## config.mk

```make
export PLATFORM = sky130hd
export DESIGN_NAME = octonion_multiplier_flat
export DESIGN_NICKNAME = d
export VERILOG_FILES = /design/src/sv/ocm_pkg.sv /design/src/sv/ocm_channels.sv /design/src/sv/ocm_front.sv /design/src/sv/ocm_queue.sv /design/src/sv/ocm_back.sv /design/src/sv/octonion_multiplier.sv /design/src/flat_wrapper.sv
export VERILOG_INCLUDE_DIRS = /design/src /design/src/sv
export SDC_FILE = /design/constraint.sdc
export NUM_CORES = 2
export LEC_CHECK = 0
export BUFFER_PORTS_ARGS = -buffer_cell sky130_fd_sc_hd__buf_4
export CAP_MARGIN = 30
export CORE_MARGIN = 2
export CORE_UTILIZATION = 35
export DETAILED_ROUTE_END_ITERATION = 10
export REMOVE_ABC_BUFFERS = 1
export SYNTH_ARGS = -nofsm -noshare
export SYNTH_HDL_FRONTEND = slang
export SYNTH_SLANG_ARGS = --single-unit
export TNS_END_PERCENT = 50
```

## constraint.sdc

```tcl
create_clock -name clock -period 36.6 [get_ports clock]
set_clock_uncertainty 0.2 [all_clocks]
set_input_delay 3.66 -clock clock [delete_from_list [all_inputs] [get_ports clock]]
set_output_delay 3.66 -clock clock [all_outputs]
set_load 0.01 [all_outputs]
```

## src/sv/octonion_multiplier_macros.svh

```systemverilog
`ifndef OCTONION_MULTIPLIER_MACROS_SVH
`define OCTONION_MULTIPLIER_MACROS_SVH

// Concurrent assertion on a given clock, switched off while reset is high.
`define OCM_ASSERT_RST(label, clk, rst, prop, msg) \
   label: assert property (@(posedge clk) disable iff (rst) (prop)) else $error(msg);

// Same, on the block's own clock and reset.
`define OCM_ASSERT(label, prop, msg) \
   `OCM_ASSERT_RST(label, clock, reset, prop, msg)

`endif

```

## src/sv/ocm_pkg.sv

```systemverilog
`default_nettype none

package ocm_pkg;

   localparam int INDEX_WIDTH = 3;
   localparam int COMPONENTS  = 8;
   localparam int VALUE_WIDTH = 36;
   localparam int LINES       = 7;
   localparam int QUEUE_DEPTH = 2;

   typedef logic [INDEX_WIDTH-1:0] index_type;

   // Which right component pairs with a given left component for one output
   // component, and whether that term is subtracted.
   typedef struct packed {
      index_type index;
      logic      negate;
   } term_type;

   typedef struct packed {
      logic full;
      logic empty;
   } queue_status_type;

   // Each line (x, y, z) gives e_x e_y = e_z, e_y e_z = e_x and e_z e_x = e_y.
   localparam index_type FANO_LINES [LINES][3] = '{
      '{3'd1, 3'd2, 3'd4},
      '{3'd2, 3'd3, 3'd5},
      '{3'd3, 3'd4, 3'd6},
      '{3'd4, 3'd5, 3'd7},
      '{3'd5, 3'd6, 3'd1},
      '{3'd6, 3'd7, 3'd2},
      '{3'd7, 3'd1, 3'd3}
   };

   function automatic term_type term_lookup(index_type left_idx, index_type out_idx);
      term_type t;
      t.index  = '0;
      t.negate = 1'b0;
      if (left_idx == '0) begin
         t.index = out_idx;
      end else if (out_idx == '0) begin
         // A unit times itself gives minus one.
         t.index  = left_idx;
         t.negate = 1'b1;
      end else if (left_idx == out_idx) begin
         t.index = '0;
      end else begin
         for (int n = 0; n < LINES; n++) begin
            for (int p = 0; p < 3; p++) begin
               if (FANO_LINES[n][p] == left_idx) begin
                  if (FANO_LINES[n][(p + 1) % 3] == out_idx) begin
                     t.index  = FANO_LINES[n][(p + 2) % 3];
                     t.negate = 1'b1;
                  end else if (FANO_LINES[n][(p + 2) % 3] == out_idx) begin
                     t.index  = FANO_LINES[n][(p + 1) % 3];
                     t.negate = 1'b0;
                  end
               end
            end
         end
      end
      return t;
   endfunction

endpackage

`default_nettype wire

```

## src/sv/ocm_channels.sv

```systemverilog
`default_nettype none

interface ocm_req_if #(parameter int W = 16) ();
   logic                               valid;
   logic                               ready;
   logic [ocm_pkg::INDEX_WIDTH-1:0]    component_index;
   logic signed [W-1:0]                left_value;
   logic signed [W-1:0]                right_value;
   logic                               last;

   modport source (output valid, component_index, left_value, right_value, last,
                   input ready);
   modport sink   (input valid, component_index, left_value, right_value, last,
                   output ready);
endinterface

interface ocm_rsp_if ();
   logic                                  valid;
   logic                                  ready;
   logic [ocm_pkg::INDEX_WIDTH-1:0]       product_index;
   logic signed [ocm_pkg::VALUE_WIDTH-1:0] product_value;
   logic                                  final_res;

   modport source (output valid, product_index, product_value, final_res,
                   input ready);
   modport sink   (input valid, product_index, product_value, final_res,
                   output ready);
endinterface

`default_nettype wire

```

## src/sv/ocm_front.sv

```systemverilog
`default_nettype none

module ocm_front #(
   parameter int W = 16
) (
   input  logic                                   clock,
   input  logic                                   reset,
   ocm_req_if.sink                                req_chan,
   input  ocm_pkg::queue_status_type              status,
   output logic                                   push,
   output logic [ocm_pkg::COMPONENTS-1:0][W-1:0]  push_left,
   output logic [ocm_pkg::COMPONENTS-1:0][W-1:0]  push_right
);

   logic [ocm_pkg::COMPONENTS-1:0][W-1:0] left_store_ff, left_store_in;
   logic [ocm_pkg::COMPONENTS-1:0][W-1:0] right_store_ff, right_store_in;
   logic                                  accept;

   assign req_chan.ready = !status.full;
   assign accept         = req_chan.valid && req_chan.ready;
   assign push           = accept && req_chan.last;

   // The set handed on includes the request that closes it.
   always_comb begin
      for (int c = 0; c < ocm_pkg::COMPONENTS; c++) begin
         if (req_chan.component_index == ocm_pkg::INDEX_WIDTH'(c)) begin
            push_left[c]  = req_chan.left_value;
            push_right[c] = req_chan.right_value;
         end else begin
            push_left[c]  = left_store_ff[c];
            push_right[c] = right_store_ff[c];
         end
      end
   end

   always_comb begin
      left_store_in  = left_store_ff;
      right_store_in = right_store_ff;
      if (accept) begin
         if (req_chan.last) begin
            left_store_in  = '0;
            right_store_in = '0;
         end else begin
            left_store_in  = push_left;
            right_store_in = push_right;
         end
      end
   end

   always_ff @(posedge clock) begin
      if (reset) begin
         left_store_ff  <= '0;
         right_store_ff <= '0;
      end else begin
         left_store_ff  <= left_store_in;
         right_store_ff <= right_store_in;
      end
   end

endmodule

`default_nettype wire

```

## src/sv/ocm_queue.sv

```systemverilog
`default_nettype none

module ocm_queue #(
   parameter int W = 16
) (
   input  logic                                   clock,
   input  logic                                   reset,
   input  logic                                   push,
   input  logic [ocm_pkg::COMPONENTS-1:0][W-1:0]  push_left,
   input  logic [ocm_pkg::COMPONENTS-1:0][W-1:0]  push_right,
   input  logic                                   pop,
   output logic [ocm_pkg::COMPONENTS-1:0][W-1:0]  head_left,
   output logic [ocm_pkg::COMPONENTS-1:0][W-1:0]  head_right,
   output ocm_pkg::queue_status_type              status
);

   localparam int PTR_WIDTH = (ocm_pkg::QUEUE_DEPTH > 1) ? $clog2(ocm_pkg::QUEUE_DEPTH) : 1;
   localparam int CNT_WIDTH = $clog2(ocm_pkg::QUEUE_DEPTH + 1);

   logic [ocm_pkg::COMPONENTS-1:0][W-1:0] left_mem [ocm_pkg::QUEUE_DEPTH];
   logic [ocm_pkg::COMPONENTS-1:0][W-1:0] right_mem [ocm_pkg::QUEUE_DEPTH];
   logic [PTR_WIDTH-1:0] wr_ptr_ff, wr_ptr_in;
   logic [PTR_WIDTH-1:0] rd_ptr_ff, rd_ptr_in;
   logic [CNT_WIDTH-1:0] count_ff, count_in;

   assign status.full  = (count_ff == CNT_WIDTH'(ocm_pkg::QUEUE_DEPTH));
   assign status.empty = (count_ff == '0);
   assign head_left    = left_mem[rd_ptr_ff];
   assign head_right   = right_mem[rd_ptr_ff];

   always_comb begin
      wr_ptr_in = wr_ptr_ff;
      rd_ptr_in = rd_ptr_ff;
      count_in  = count_ff;
      if (push) begin
         wr_ptr_in = (wr_ptr_ff == PTR_WIDTH'(ocm_pkg::QUEUE_DEPTH - 1)) ? '0
                                                                         : wr_ptr_ff + 1'b1;
      end
      if (pop) begin
         rd_ptr_in = (rd_ptr_ff == PTR_WIDTH'(ocm_pkg::QUEUE_DEPTH - 1)) ? '0
                                                                         : rd_ptr_ff + 1'b1;
      end
      if (push && !pop) begin
         count_in = count_ff + 1'b1;
      end else if (pop && !push) begin
         count_in = count_ff - 1'b1;
      end
   end

   always_ff @(posedge clock) begin
      if (reset) begin
         wr_ptr_ff <= '0;
         rd_ptr_ff <= '0;
         count_ff  <= '0;
      end else begin
         wr_ptr_ff <= wr_ptr_in;
         rd_ptr_ff <= rd_ptr_in;
         count_ff  <= count_in;
      end
   end

   always_ff @(posedge clock) begin
      if (push) begin
         left_mem[wr_ptr_ff]  <= push_left;
         right_mem[wr_ptr_ff] <= push_right;
      end
   end

endmodule

`default_nettype wire

```

## src/sv/ocm_back.sv

```systemverilog
`default_nettype none

module ocm_back #(
   parameter int W = 16
) (
   input  logic                                   clock,
   input  logic                                   reset,
   input  ocm_pkg::queue_status_type              status,
   output logic                                   pop,
   input  logic [ocm_pkg::COMPONENTS-1:0][W-1:0]  head_left,
   input  logic [ocm_pkg::COMPONENTS-1:0][W-1:0]  head_right,
   ocm_rsp_if.source                              rsp_chan
);

   localparam ocm_pkg::index_type LAST_INDEX = ocm_pkg::INDEX_WIDTH'(ocm_pkg::COMPONENTS - 1);

   logic                                  busy_ff;
   ocm_pkg::index_type                    term_ff;
   ocm_pkg::index_type                    comp_ff;
   logic [ocm_pkg::COMPONENTS-1:0][W-1:0] left_rot_ff, left_rot_in;
   logic [ocm_pkg::COMPONENTS-1:0][W-1:0] right_ff;

   logic                                  prod_valid_ff;
   logic signed [2*W-1:0]                 prod_ff, prod_in;
   logic                                  prod_neg_ff;
   logic                                  prod_first_ff;
   logic                                  prod_last_ff;
   ocm_pkg::index_type                    prod_comp_ff;

   logic signed [ocm_pkg::VALUE_WIDTH-1:0] acc_ff, acc_in, acc_base, prod_ext;

   logic                                   out_valid_ff;
   ocm_pkg::index_type                     out_index_ff;
   logic signed [ocm_pkg::VALUE_WIDTH-1:0] out_value_ff;
   logic                                   out_final_ff;

   ocm_pkg::term_type   term;
   logic signed [W-1:0] left_val, right_val;
   logic                advance, issue;

   // The pipeline holds while a finished component waits; pops do not.
   assign advance = !(out_valid_ff && !rsp_chan.ready);
   assign issue   = busy_ff && advance;
   assign pop     = !busy_ff && !status.empty;

   assign term      = ocm_pkg::term_lookup(term_ff, comp_ff);
   assign left_val  = $signed(left_rot_ff[0]);
   assign right_val = $signed(right_ff[term.index]);
   assign prod_in   = left_val * right_val;

   // The left operand rotates by one each term, so after eight terms it is
   // back in place for the next output component.
   assign left_rot_in = {left_rot_ff[0], left_rot_ff[ocm_pkg::COMPONENTS-1:1]};

   assign acc_base = prod_first_ff ? '0 : acc_ff;
   assign prod_ext = ocm_pkg::VALUE_WIDTH'(prod_ff);
   assign acc_in   = prod_neg_ff ? acc_base - prod_ext : acc_base + prod_ext;

   assign rsp_chan.valid         = out_valid_ff;
   assign rsp_chan.product_index = out_index_ff;
   assign rsp_chan.product_value = out_value_ff;
   assign rsp_chan.final_res     = out_final_ff;

   always_ff @(posedge clock) begin
      if (reset) begin
         busy_ff       <= 1'b0;
         term_ff       <= '0;
         comp_ff       <= '0;
         prod_valid_ff <= 1'b0;
         out_valid_ff  <= 1'b0;
      end else begin
         if (pop) begin
            busy_ff     <= 1'b1;
            term_ff     <= '0;
            comp_ff     <= '0;
            left_rot_ff <= head_left;
            right_ff    <= head_right;
         end else if (issue) begin
            left_rot_ff <= left_rot_in;
            term_ff     <= term_ff + 1'b1;
            if (term_ff == LAST_INDEX) begin
               comp_ff <= comp_ff + 1'b1;
               if (comp_ff == LAST_INDEX) begin
                  busy_ff <= 1'b0;
               end
            end
         end
         if (advance) begin
            prod_valid_ff <= issue;
            prod_ff       <= prod_in;
            prod_neg_ff   <= term.negate;
            prod_first_ff <= (term_ff == '0);
            prod_last_ff  <= (term_ff == LAST_INDEX);
            prod_comp_ff  <= comp_ff;
            if (prod_valid_ff) begin
               acc_ff <= acc_in;
            end
            out_valid_ff <= prod_valid_ff && prod_last_ff;
            out_index_ff <= prod_comp_ff;
            out_value_ff <= acc_in;
            out_final_ff <= (prod_comp_ff == LAST_INDEX);
         end
      end
   end

endmodule

`default_nettype wire

```

## src/sv/octonion_multiplier.sv

```systemverilog
// Channel   Direction  Carries
// req_chan  in         component_index, left_value, right_value, last
// rsp_chan  out        product_index, product_value, final_res
//
// Each request is taken while the queue is not full; the one marked last pushes the operand
// set into a two-entry queue and clears the stores. The single multiplier sets the pace:
// eight multiplies per output component. Reset is synchronous and clears the stores, the
// queue and the back end. Requests stall only while the queue is full; the back-end pipeline
// holds while a result waits.
`default_nettype none

`include "octonion_multiplier_macros.svh"

module octonion_multiplier #(
   parameter int COMPONENT_WIDTH = 16
) (
   input  logic      clock,
   input  logic      reset,
   ocm_req_if.sink   req_chan,
   ocm_rsp_if.source rsp_chan
);

   ocm_pkg::queue_status_type                           queue_status;
   logic                                                push;
   logic                                                pop;
   logic [ocm_pkg::COMPONENTS-1:0][COMPONENT_WIDTH-1:0] push_left;
   logic [ocm_pkg::COMPONENTS-1:0][COMPONENT_WIDTH-1:0] push_right;
   logic [ocm_pkg::COMPONENTS-1:0][COMPONENT_WIDTH-1:0] head_left;
   logic [ocm_pkg::COMPONENTS-1:0][COMPONENT_WIDTH-1:0] head_right;

   ocm_front #(.W(COMPONENT_WIDTH)) u_front (
      .clock      (clock),
      .reset      (reset),
      .req_chan   (req_chan),
      .status     (queue_status),
      .push       (push),
      .push_left  (push_left),
      .push_right (push_right)
   );

   ocm_queue #(.W(COMPONENT_WIDTH)) u_queue (
      .clock      (clock),
      .reset      (reset),
      .push       (push),
      .push_left  (push_left),
      .push_right (push_right),
      .pop        (pop),
      .head_left  (head_left),
      .head_right (head_right),
      .status     (queue_status)
   );

   ocm_back #(.W(COMPONENT_WIDTH)) u_back (
      .clock      (clock),
      .reset      (reset),
      .status     (queue_status),
      .pop        (pop),
      .head_left  (head_left),
      .head_right (head_right),
      .rsp_chan   (rsp_chan)
   );

   `OCM_ASSERT(a_queue_flags, !(queue_status.full && queue_status.empty), "queue full and empty")
   `OCM_ASSERT(a_push_room, push |-> !queue_status.full, "operand set pushed into a full queue")
   `OCM_ASSERT(a_pop_data, pop |-> !queue_status.empty, "operand set taken from an empty queue")
   `OCM_ASSERT(a_push_last, push |-> (req_chan.valid && req_chan.last), "push without a last request")

endmodule

`default_nettype wire

```

## src/flat_wrapper.sv

```systemverilog
// flat-port wrapper written by rule: the top's interface ports become plain ports
module octonion_multiplier_flat 
#(
   parameter int COMPONENT_WIDTH = 16
)
  (clock, reset, req_chan_valid, req_chan_component_index, req_chan_left_value, req_chan_right_value, req_chan_last, req_chan_ready, rsp_chan_valid, rsp_chan_product_index, rsp_chan_product_value, rsp_chan_final_res, rsp_chan_ready);
  ocm_req_if #(.W((16))) req_chan_i ();
  ocm_rsp_if rsp_chan_i ();
  input  logic clock;
  input  logic reset;
  input wire logic [$bits(req_chan_i.valid)-1:0] req_chan_valid;
  input wire logic [$bits(req_chan_i.component_index)-1:0] req_chan_component_index;
  input wire logic [$bits(req_chan_i.left_value)-1:0] req_chan_left_value;
  input wire logic [$bits(req_chan_i.right_value)-1:0] req_chan_right_value;
  input wire logic [$bits(req_chan_i.last)-1:0] req_chan_last;
  output wire logic [$bits(req_chan_i.ready)-1:0] req_chan_ready;
  output wire logic [$bits(rsp_chan_i.valid)-1:0] rsp_chan_valid;
  output wire logic [$bits(rsp_chan_i.product_index)-1:0] rsp_chan_product_index;
  output wire logic [$bits(rsp_chan_i.product_value)-1:0] rsp_chan_product_value;
  output wire logic [$bits(rsp_chan_i.final_res)-1:0] rsp_chan_final_res;
  input wire logic [$bits(rsp_chan_i.ready)-1:0] rsp_chan_ready;
  assign req_chan_i.valid = req_chan_valid;
  assign req_chan_i.component_index = req_chan_component_index;
  assign req_chan_i.left_value = req_chan_left_value;
  assign req_chan_i.right_value = req_chan_right_value;
  assign req_chan_i.last = req_chan_last;
  assign req_chan_ready = req_chan_i.ready;
  assign rsp_chan_valid = rsp_chan_i.valid;
  assign rsp_chan_product_index = rsp_chan_i.product_index;
  assign rsp_chan_product_value = rsp_chan_i.product_value;
  assign rsp_chan_final_res = rsp_chan_i.final_res;
  assign rsp_chan_i.ready = rsp_chan_ready;
  octonion_multiplier #(.COMPONENT_WIDTH(COMPONENT_WIDTH)) u_core (.clock(clock), .reset(reset), .req_chan(req_chan_i), .rsp_chan(rsp_chan_i));
endmodule
```

# Yosys cells after proc, flatten, opt, wreduce, memory -nomap -nowiden
# Memory sizes are Yosys's and may differ from the RTL's. A register that Yosys moved wholly into a read port is not among the register bits.
# Cells that the tools add are included.
[op_classes]
add_sub_neg = 8
n_mul = 1
order_cmp = 1
n_eq_ne = 26
mux = 116
bitwise_logic = 2
n_reduce_logical = 30
[ops]
columns = ["operator", "count"]
rows = [
  ["two-way mux 128 bit", 4],
  ["two-way mux 4 bit", 76],
  ["two-way mux 16 bit", 17],
  ["two-way mux 36 bit", 2],
  ["binary-select mux 16 bit (select 3 bit)", 1],
  ["adder 36 x 32 -> 36 bit", 1],
  ["subtractor 36 x 32 -> 36 bit", 1],
  ["multiplier 16 x 16 -> 32 bit", 1],
  ["equality test 3 bit, first input constant", 8],
  ["equality test 3 bit, second input constant", 7],
  ["equality test 2 x 3 -> 1 bit, first input constant", 4],
  ["two-way mux 1 bit", 11],
  ["zero test 3 bit", 3],
  ["two-way mux 3 bit", 3],
  ["logical AND 1 bit", 8],
  ["AND reduction 2 bit", 4],
  ["nonzero test 2 bit", 4],
  ["zero test 1 bit", 7],
  ["adder 3 x 1 -> 3 bit, second input constant", 2],
  ["equality test 1 x 3 -> 1 bit, first input constant", 2],
  ["equality test 3 x 2 -> 1 bit, second input constant", 2],
  ["AND reduction 3 bit", 2],
  ["less-than comparator 3 x 4 -> 1 bit, second input constant", 1],
  ["two-way mux 2 bit", 2],
  ["9 further kinds", 11],
]
[word_totals]
ff_bits = 511
ramBits = 512
in_bits = 40
output_inout_bits = 42
word_cells = 227
mem_count = 2
[mem_list]
columns = ["memory", "words", "word_bits", "read_ports", "rd_clocked_by_memory_dff", "wr", "line", "text"]
rows = [
  ["u_core.u_queue.left_mem", 2, 128, 1, 1, 1, "ocm_queue.sv:20", "logic [ocm_pkg::COMPONENTS-1:0][W-1:0] left_mem [ocm_pkg::QUEUE_DEPTH];"],
  ["u_core.u_queue.right_mem", 2, 128, 1, 1, 1, "ocm_queue.sv:21", "logic [ocm_pkg::COMPONENTS-1:0][W-1:0] right_mem [ocm_pkg::QUEUE_DEPTH];"],
]

# Logic depth before layout (Yosys ltp)
[logic_depth]
depth_word = 83
mapped_depth = 40
mapped_depth_nobuf = 34

# Modules after synthesis
# From an unflattened synthesis, not the netlist that was laid out.
[hier_totals]
hier_cells = 4285
hier_area_um2 = 58277.1
[modules_own_cells]
columns = ["mod", "instances", "cells_each", "area_each_um2", "seq_area_each_um2"]
rows = [
  ["ocm_back", 1, 2376, 28371.0, 11290.8],
  ["ocm_queue", 1, 818, 18768.0, 15474.8],
  ["ocm_front", 1, 1091, 11138.2, 5124.9],
]

# Least setup slack after synthesis
# No wires, ideal clock.
[synth_timing]
path_type = "input to register"
from = "input req_chan_valid"
to = "memory u_core.u_queue.left_mem[0][0] (netlist bit) (enable)"
setup_time_ns = 0.877
arrival_time_ns = 14.478
required_ns = 35.523
slack_ns = 21.045
path_stages = 3
path_buffers = 0
path_cell_list = "and2_1 -> nand2_1 -> nor2_1"
[synth_via]
elab_chain_cells = 4
[synth_lines]
columns = ["item", "line", "text"]
rows = [
  ["start, declared", "flat_wrapper.sv:11", "input wire logic [$bits(req_chan_i.valid)-1:0] req_chan_valid;"],
  ["logical AND 1 bit", "ocm_front.sv:20", "assign accept = req_chan.valid && req_chan.ready;"],
  ["logical AND 1 bit", "ocm_front.sv:21", "assign push = accept && req_chan.last;"],
  ["two-way mux 1 bit", "ocm_queue.sv:63", "if (push) begin"],
  ["two-way mux 1 bit (implied by the code)", "ocm_queue.sv:64", "left_mem[wr_ptr_ff] <= push_left;"],
  ["end, declared", "ocm_queue.sv:20", ""],
]
# Every way passes these cells.

# Worst setup path in the final report
[layout_timing]
from = "register u_core.u_back.term_ff[2]"
to = "register u_core.u_back.prod_ff[31], data pin"
[layout_via]
elab_chain_cells = 81
word_cells_on_any_way = 89
classes_between = "1 x mul; 8 x eq/ne; 79 x mux; 1 x reduce/logical"
[layout_lines]
columns = ["item", "line", "text"]
rows = [
  ["start, declared", "ocm_back.sv:18", "ocm_pkg::index_type term_ff;"],
  ["start signal, assigned", "ocm_back.sv:80", "term_ff <= term_ff + 1'b1;"],
  ["equality test 1 x 3 -> 1 bit", "ocm_pkg.sv:51", "if (FANO_LINES[n][p] == left_idx) begin"],
  ["two-way mux 4 bit", "ocm_pkg.sv:51", ""],
  ["two-way mux 4 bit", "ocm_pkg.sv:55", "end else if (FANO_LINES[n][(p + 2) % 3] == out_idx) begin"],
  ["two-way mux 4 bit", "ocm_pkg.sv:52", "if (FANO_LINES[n][(p + 1) % 3] == out_idx) begin"],
  ["two-way mux 4 bit", "ocm_pkg.sv:51", ""],
  ["two-way mux 4 bit", "ocm_pkg.sv:55", ""],
  ["two-way mux 4 bit", "ocm_pkg.sv:52", ""],
  ["two-way mux 4 bit", "ocm_pkg.sv:51", ""],
  ["[... 66 more ...]", "-", ""],
  ["two-way mux 4 bit", "ocm_pkg.sv:51", ""],
  ["two-way mux 3 bit", "ocm_pkg.sv:46", "end else if (left_idx == out_idx) begin"],
  ["two-way mux 4 bit", "ocm_pkg.sv:42", "end else if (out_idx == '0) begin"],
  ["two-way mux 3 bit *", "ocm_pkg.sv:40", "if (left_idx == '0) begin"],
  ["binary-select mux 16 bit (select 3 bit) *", "ocm_back.sv:48", "assign right_val = $signed(right_ff[term.index]);"],
  ["two-way mux 16 bit (implied by the code) *", "ocm_back.sv:48", ""],
  ["multiplier 16 x 16 -> 32 bit *", "ocm_back.sv:49", "assign prod_in = left_val * right_val;"],
  ["via u_core.u_back.prod_in[31]", "ocm_back.sv:24", "logic signed [2*W-1:0] prod_ff, prod_in;"],
  ["end signal, assigned", "ocm_back.sv:90", "prod_ff <= prod_in;"],
  ["end, declared", "ocm_back.sv:24", ""],
]
# The timed path passes the listed nets; every way through them passes the cells marked *. The select of a mux whose other input is x is not followed.
# A chain may end at the register's enable or synchronous reset.

==> flow_summary.json <==
{
  "grt_max_degree": 144,
  "netlist_instances": 4525,
  "maxSlewViolCount": 0,
  "min_period_over_period_pct": 29.7,
  "worstReg2RegStart": "u_core.u_back.term_ff[2]$_SDFFE_PP0P_",
  "final_nets": 4978,
  "ctsLongestPathBuffers": 3,
  "io_pins": 82,
  "cp-start-kind": "flop",
  "synth_cell_types": 88,
  "syn_area_per_cell_sq_um": 12.9,
  "routed_via_density": 5.15,
  "hold_ws_ns": 0.277,
  "cts.sinks": 1152,
  "rr_endpoint": "u_core.u_back.prod_ff[31]$_DFFE_PP_",
  "ys_warn_count": 0,
  "postSynth.asyncResetShare_pct": 0,
  "numCtsBuffers": 119,
  "crit_slowest_cell": "a2111oi_4",
  "critPathMaxFanout": 46,
  "max_clock_freq_ghz": 0.0919,
  "gp_congestion": 0.882,
  "dp_hpwl_um": 83100,
  "min_period_ns": 10.88,
  "relSlewSlack_pct": 16.7,
  "drive_gt1_share_pct": 17.3,
  "grt_use_total_pct": 16.0,
  "grt_pass1_wl_um": 213000,
  "hold_viol_final": 0,
  "start_util_pct": 35.3,
  "maxCapViolCount": 0,
  "fillers": 15500,
  "crit_start": "u_core.u_back.term_ff[2]$_SDFFE_PP0P_",
  "die-area_sq_um": 170000,
  "grt_pass1_vias": 35900,
  "setup_viol": 0,
  "root_buffer": "clkbuf_16",
  "rows": 149,
  "syn_area_sq_um": 58300,
  "ys_seq_area_share_pct": 54.7,
  "cts_tree": "built",
  "synth_area_leader_cell": "edfxtp_1",
  "critPathKind": "reg2reg",
  "tns_ns": 0,
  "routedWlPerCell_um": 20.0,
  "worst_skew_pair.late_latency_ns": 0.78,
  "ys_ff_latch": 1152,
  "drt_pass1_iterations": 5,
  "syn_to_final_growth_pct": 11.9,
  "crit_path_frequent_cell": "inv_1",
  "cts_hold_buf": 0,
  "synth_flop_cell": "edfxtp_1",
  "die_x_um": 412,
  "grt_setup_unrepaired": "false",
  "drtAntennaViolNets": 0,
  "grt.overflow.total": 0,
  "die_h_um": 412,
  "cts_setup_buffers": 0,
  "antenna_found_initial": 8,
  "path_clk_slew_ns": 0.06,
  "end_kind": "flop",
  "tightest_slew_ns": 1.25,
  "drt-total-wl_um": 137000,
  "cts-resized-gates": 0,
  "coreArea_sq_um": 165000,
  "hp-class": "reg2reg",
  "htree_levels": 3,
  "ys_top_cells_by_area": "edfxtp_1, dfxtp_1, fa_1, mux2_2, a22oi_1",
  "io_buffers": 81,
  "drt_iter0_markers": 2604,
  "cp.arrival_ns": 11.10,
  "route.detailed.drc": 0,
  "r2r_cells": 33,
  "status": "finished clean",
  "worstPathRequired_ns": 36.82,
  "reg2reg_slack_ns": 25.72,
  "crit_end": "u_core.u_back.prod_ff[31]$_DFFE_PP_",
  "cpPeakStageDelay_ns": 0.96,
  "synth_edf_count": 882,
  "synthTopCellsByCount": "edfxtp_1, mux2_2, nor2_1, inv_1, dfxtp_1",
  "vias": 35200,
  "yosysMostFrequentCell": "edfxtp_1",
  "yosysTopAreaCellShare_pct": 45.4
}
==> stage by stage <==
stage | std cells | utilization (%) | setup slack (ns) | cell area, sq um
floorplan | 4259 | - | 11.62 | 57100
global placement | 6599 | 37.1 | 25.63 | 61200
detailed placement | 6604 | 37.1 | 25.49 | 61300
CTS | 6829 | 39.5 | 25.46 | 65200
global route | 6837 | 39.5 | 24.99 | 65300
finish | 6838 | 39.5 | 25.72 | 65300
==> cell type report <==
cell class                 instances  area [sq um]  area share (%)
antenna                            1          2.50         0.00383
sequential                      1152         31900            48.8
clock inverter                    52           547           0.837
multi-input combinational       2797         24200            37.1
inverter                         310          1160            1.78
timing repair buffer             164          1420            2.17
clock buffer                     173          3330            5.10
tap                             2189          2740            4.19
==> layout by cell type, fill, tap and decap left out, types with 11 or more instances in the layout <==
| master | netlist | final |
|---|---|---|
| clkinv_2 | 0 | 22 |
| a21o_1 | 28 | 28 |
| nand4_1 | 12 | 12 |
| a21boi_0 | 37 | 37 |
| clkbuf_1 | 189 | 39 |
| o21ai_0 | 203 | 203 |
| mux2i_1 | 179 | 179 |
| nand2b_1 | 19 | 19 |
| nor2_1 | 342 | 338 |
| a31oi_1 | 12 | 12 |
| clkbuf_16 | 0 | 119 |
| xor2_1 | 19 | 19 |
| o21a_1 | 36 | 36 |
| nor3_1 | 35 | 34 |
| ha_1 | 130 | 130 |
| mux2_2 | 396 | 396 |
| a211oi_1 | 11 | 11 |
| dfxtp_1 | 270 | 268 |
| fa_1 | 264 | 264 |
| nor2b_1 | 43 | 43 |
| a22oi_1 | 261 | 261 |
| xnor2_1 | 85 | 85 |
| a21boi_1 | 91 | 91 |
| buf_4 | 11 | 149 |
| o21ai_1 | 93 | 91 |
| inv_1 | 308 | 308 |
| o211ai_1 | 13 | 13 |
| clkbuf_8 | 0 | 16 |
| nand2_1 | 185 | 184 |
| nand3_1 | 35 | 34 |
| edfxtp_1 | 882 | 882 |
| a21oi_1 | 95 | 94 |
| clkinv_1 | 0 | 11 |
==> worst min path at each step <==
stage	from	end	slack, ns	cells after the start
2_1_floorplan	u_core.u_back.prod_comp_ff[0]$_DFFE_PP_	u_core.u_back.rsp_chan.product_index[0]$_DFFE_PP_	0.22	0
3_3_place_gp	u_core.u_front.left_store_ff[107]$_SDFFE_PP0P_	u_core.u_front.left_store_ff[107]$_SDFFE_PP0P_	0.28	2
3_5_place_dp	u_core.u_front.right_store_ff[108]$_SDFFE_PP0P_	u_core.u_front.right_store_ff[108]$_SDFFE_PP0P_	0.29	2
4_1_cts	u_core.u_back.prod_comp_ff[2]$_DFFE_PP_	u_core.u_back.rsp_chan.product_index[2]$_DFFE_PP_	0.30	0
5_1_grt	u_core.u_queue.right_mem[1][117]$_DFFE_PP_	u_core.u_back.right_ff[117]$_DFFE_PP_	0.32	1
6_report	u_core.u_back.prod_comp_ff[2]$_DFFE_PP_	u_core.u_back.rsp_chan.product_index[2]$_DFFE_PP_	0.28	0
==> flip-flops by register name (all words and copies together) (netlist names), 36 cells and up, named ones only <==
| name | count |
|---|---|
| u_core.u_back.acc_ff | 36 |
| u_core.u_back.left_rot_ff | 112 |
| u_core.u_queue.left_mem | 256 |
| u_core.u_back.rsp_chan.product_value | 36 |
| u_core.u_front.left_store_ff | 128 |
| u_core.u_queue.right_mem | 256 |
| u_core.u_front.right_store_ff | 128 |
| u_core.u_back.right_ff | 128 |
==> routing by layer <==
layer,up-vias,wire (um),global-route usage [%]
met5,-,50,0
met1,17700,63500,22.0
met4,8,2560,3.54
li1,16500,-,-
met2,850,63900,26.3
met3,192,6620,2.63
==> kinds of logic after synthesis <==
| family | synth area share [%] |
|---|---|
| buffers and inverters | 4.06 |
| adders and majority gates | 11.8 |
| and+or+nand+nor | 5.64 |
| muxes | 10.8 |
| DFF | 54.7 |
| AOI/OAI and AO/OA | 11.4 |
| xor gates and xnor gates | 1.56 |
==> worst max-delay path: cells and delay by family (launching register included) <==
family / cells / cell delay, ns
flip-flops: 1 / 0.86
buffers and inverters: 9 / 1.65
AO/OA/AOI/OAI: 12 / 3.25
adder cells (fa/ha/maj): 8 / 3.78
AND/OR/NAND/NOR: 2 / 0.39
XOR/XNOR: 1 / 0.09
multiplexers: 1 / 0.29
Power is not shown: default switching activity piles up to over one toggle a cycle in this logic, so the estimate is an artifact.
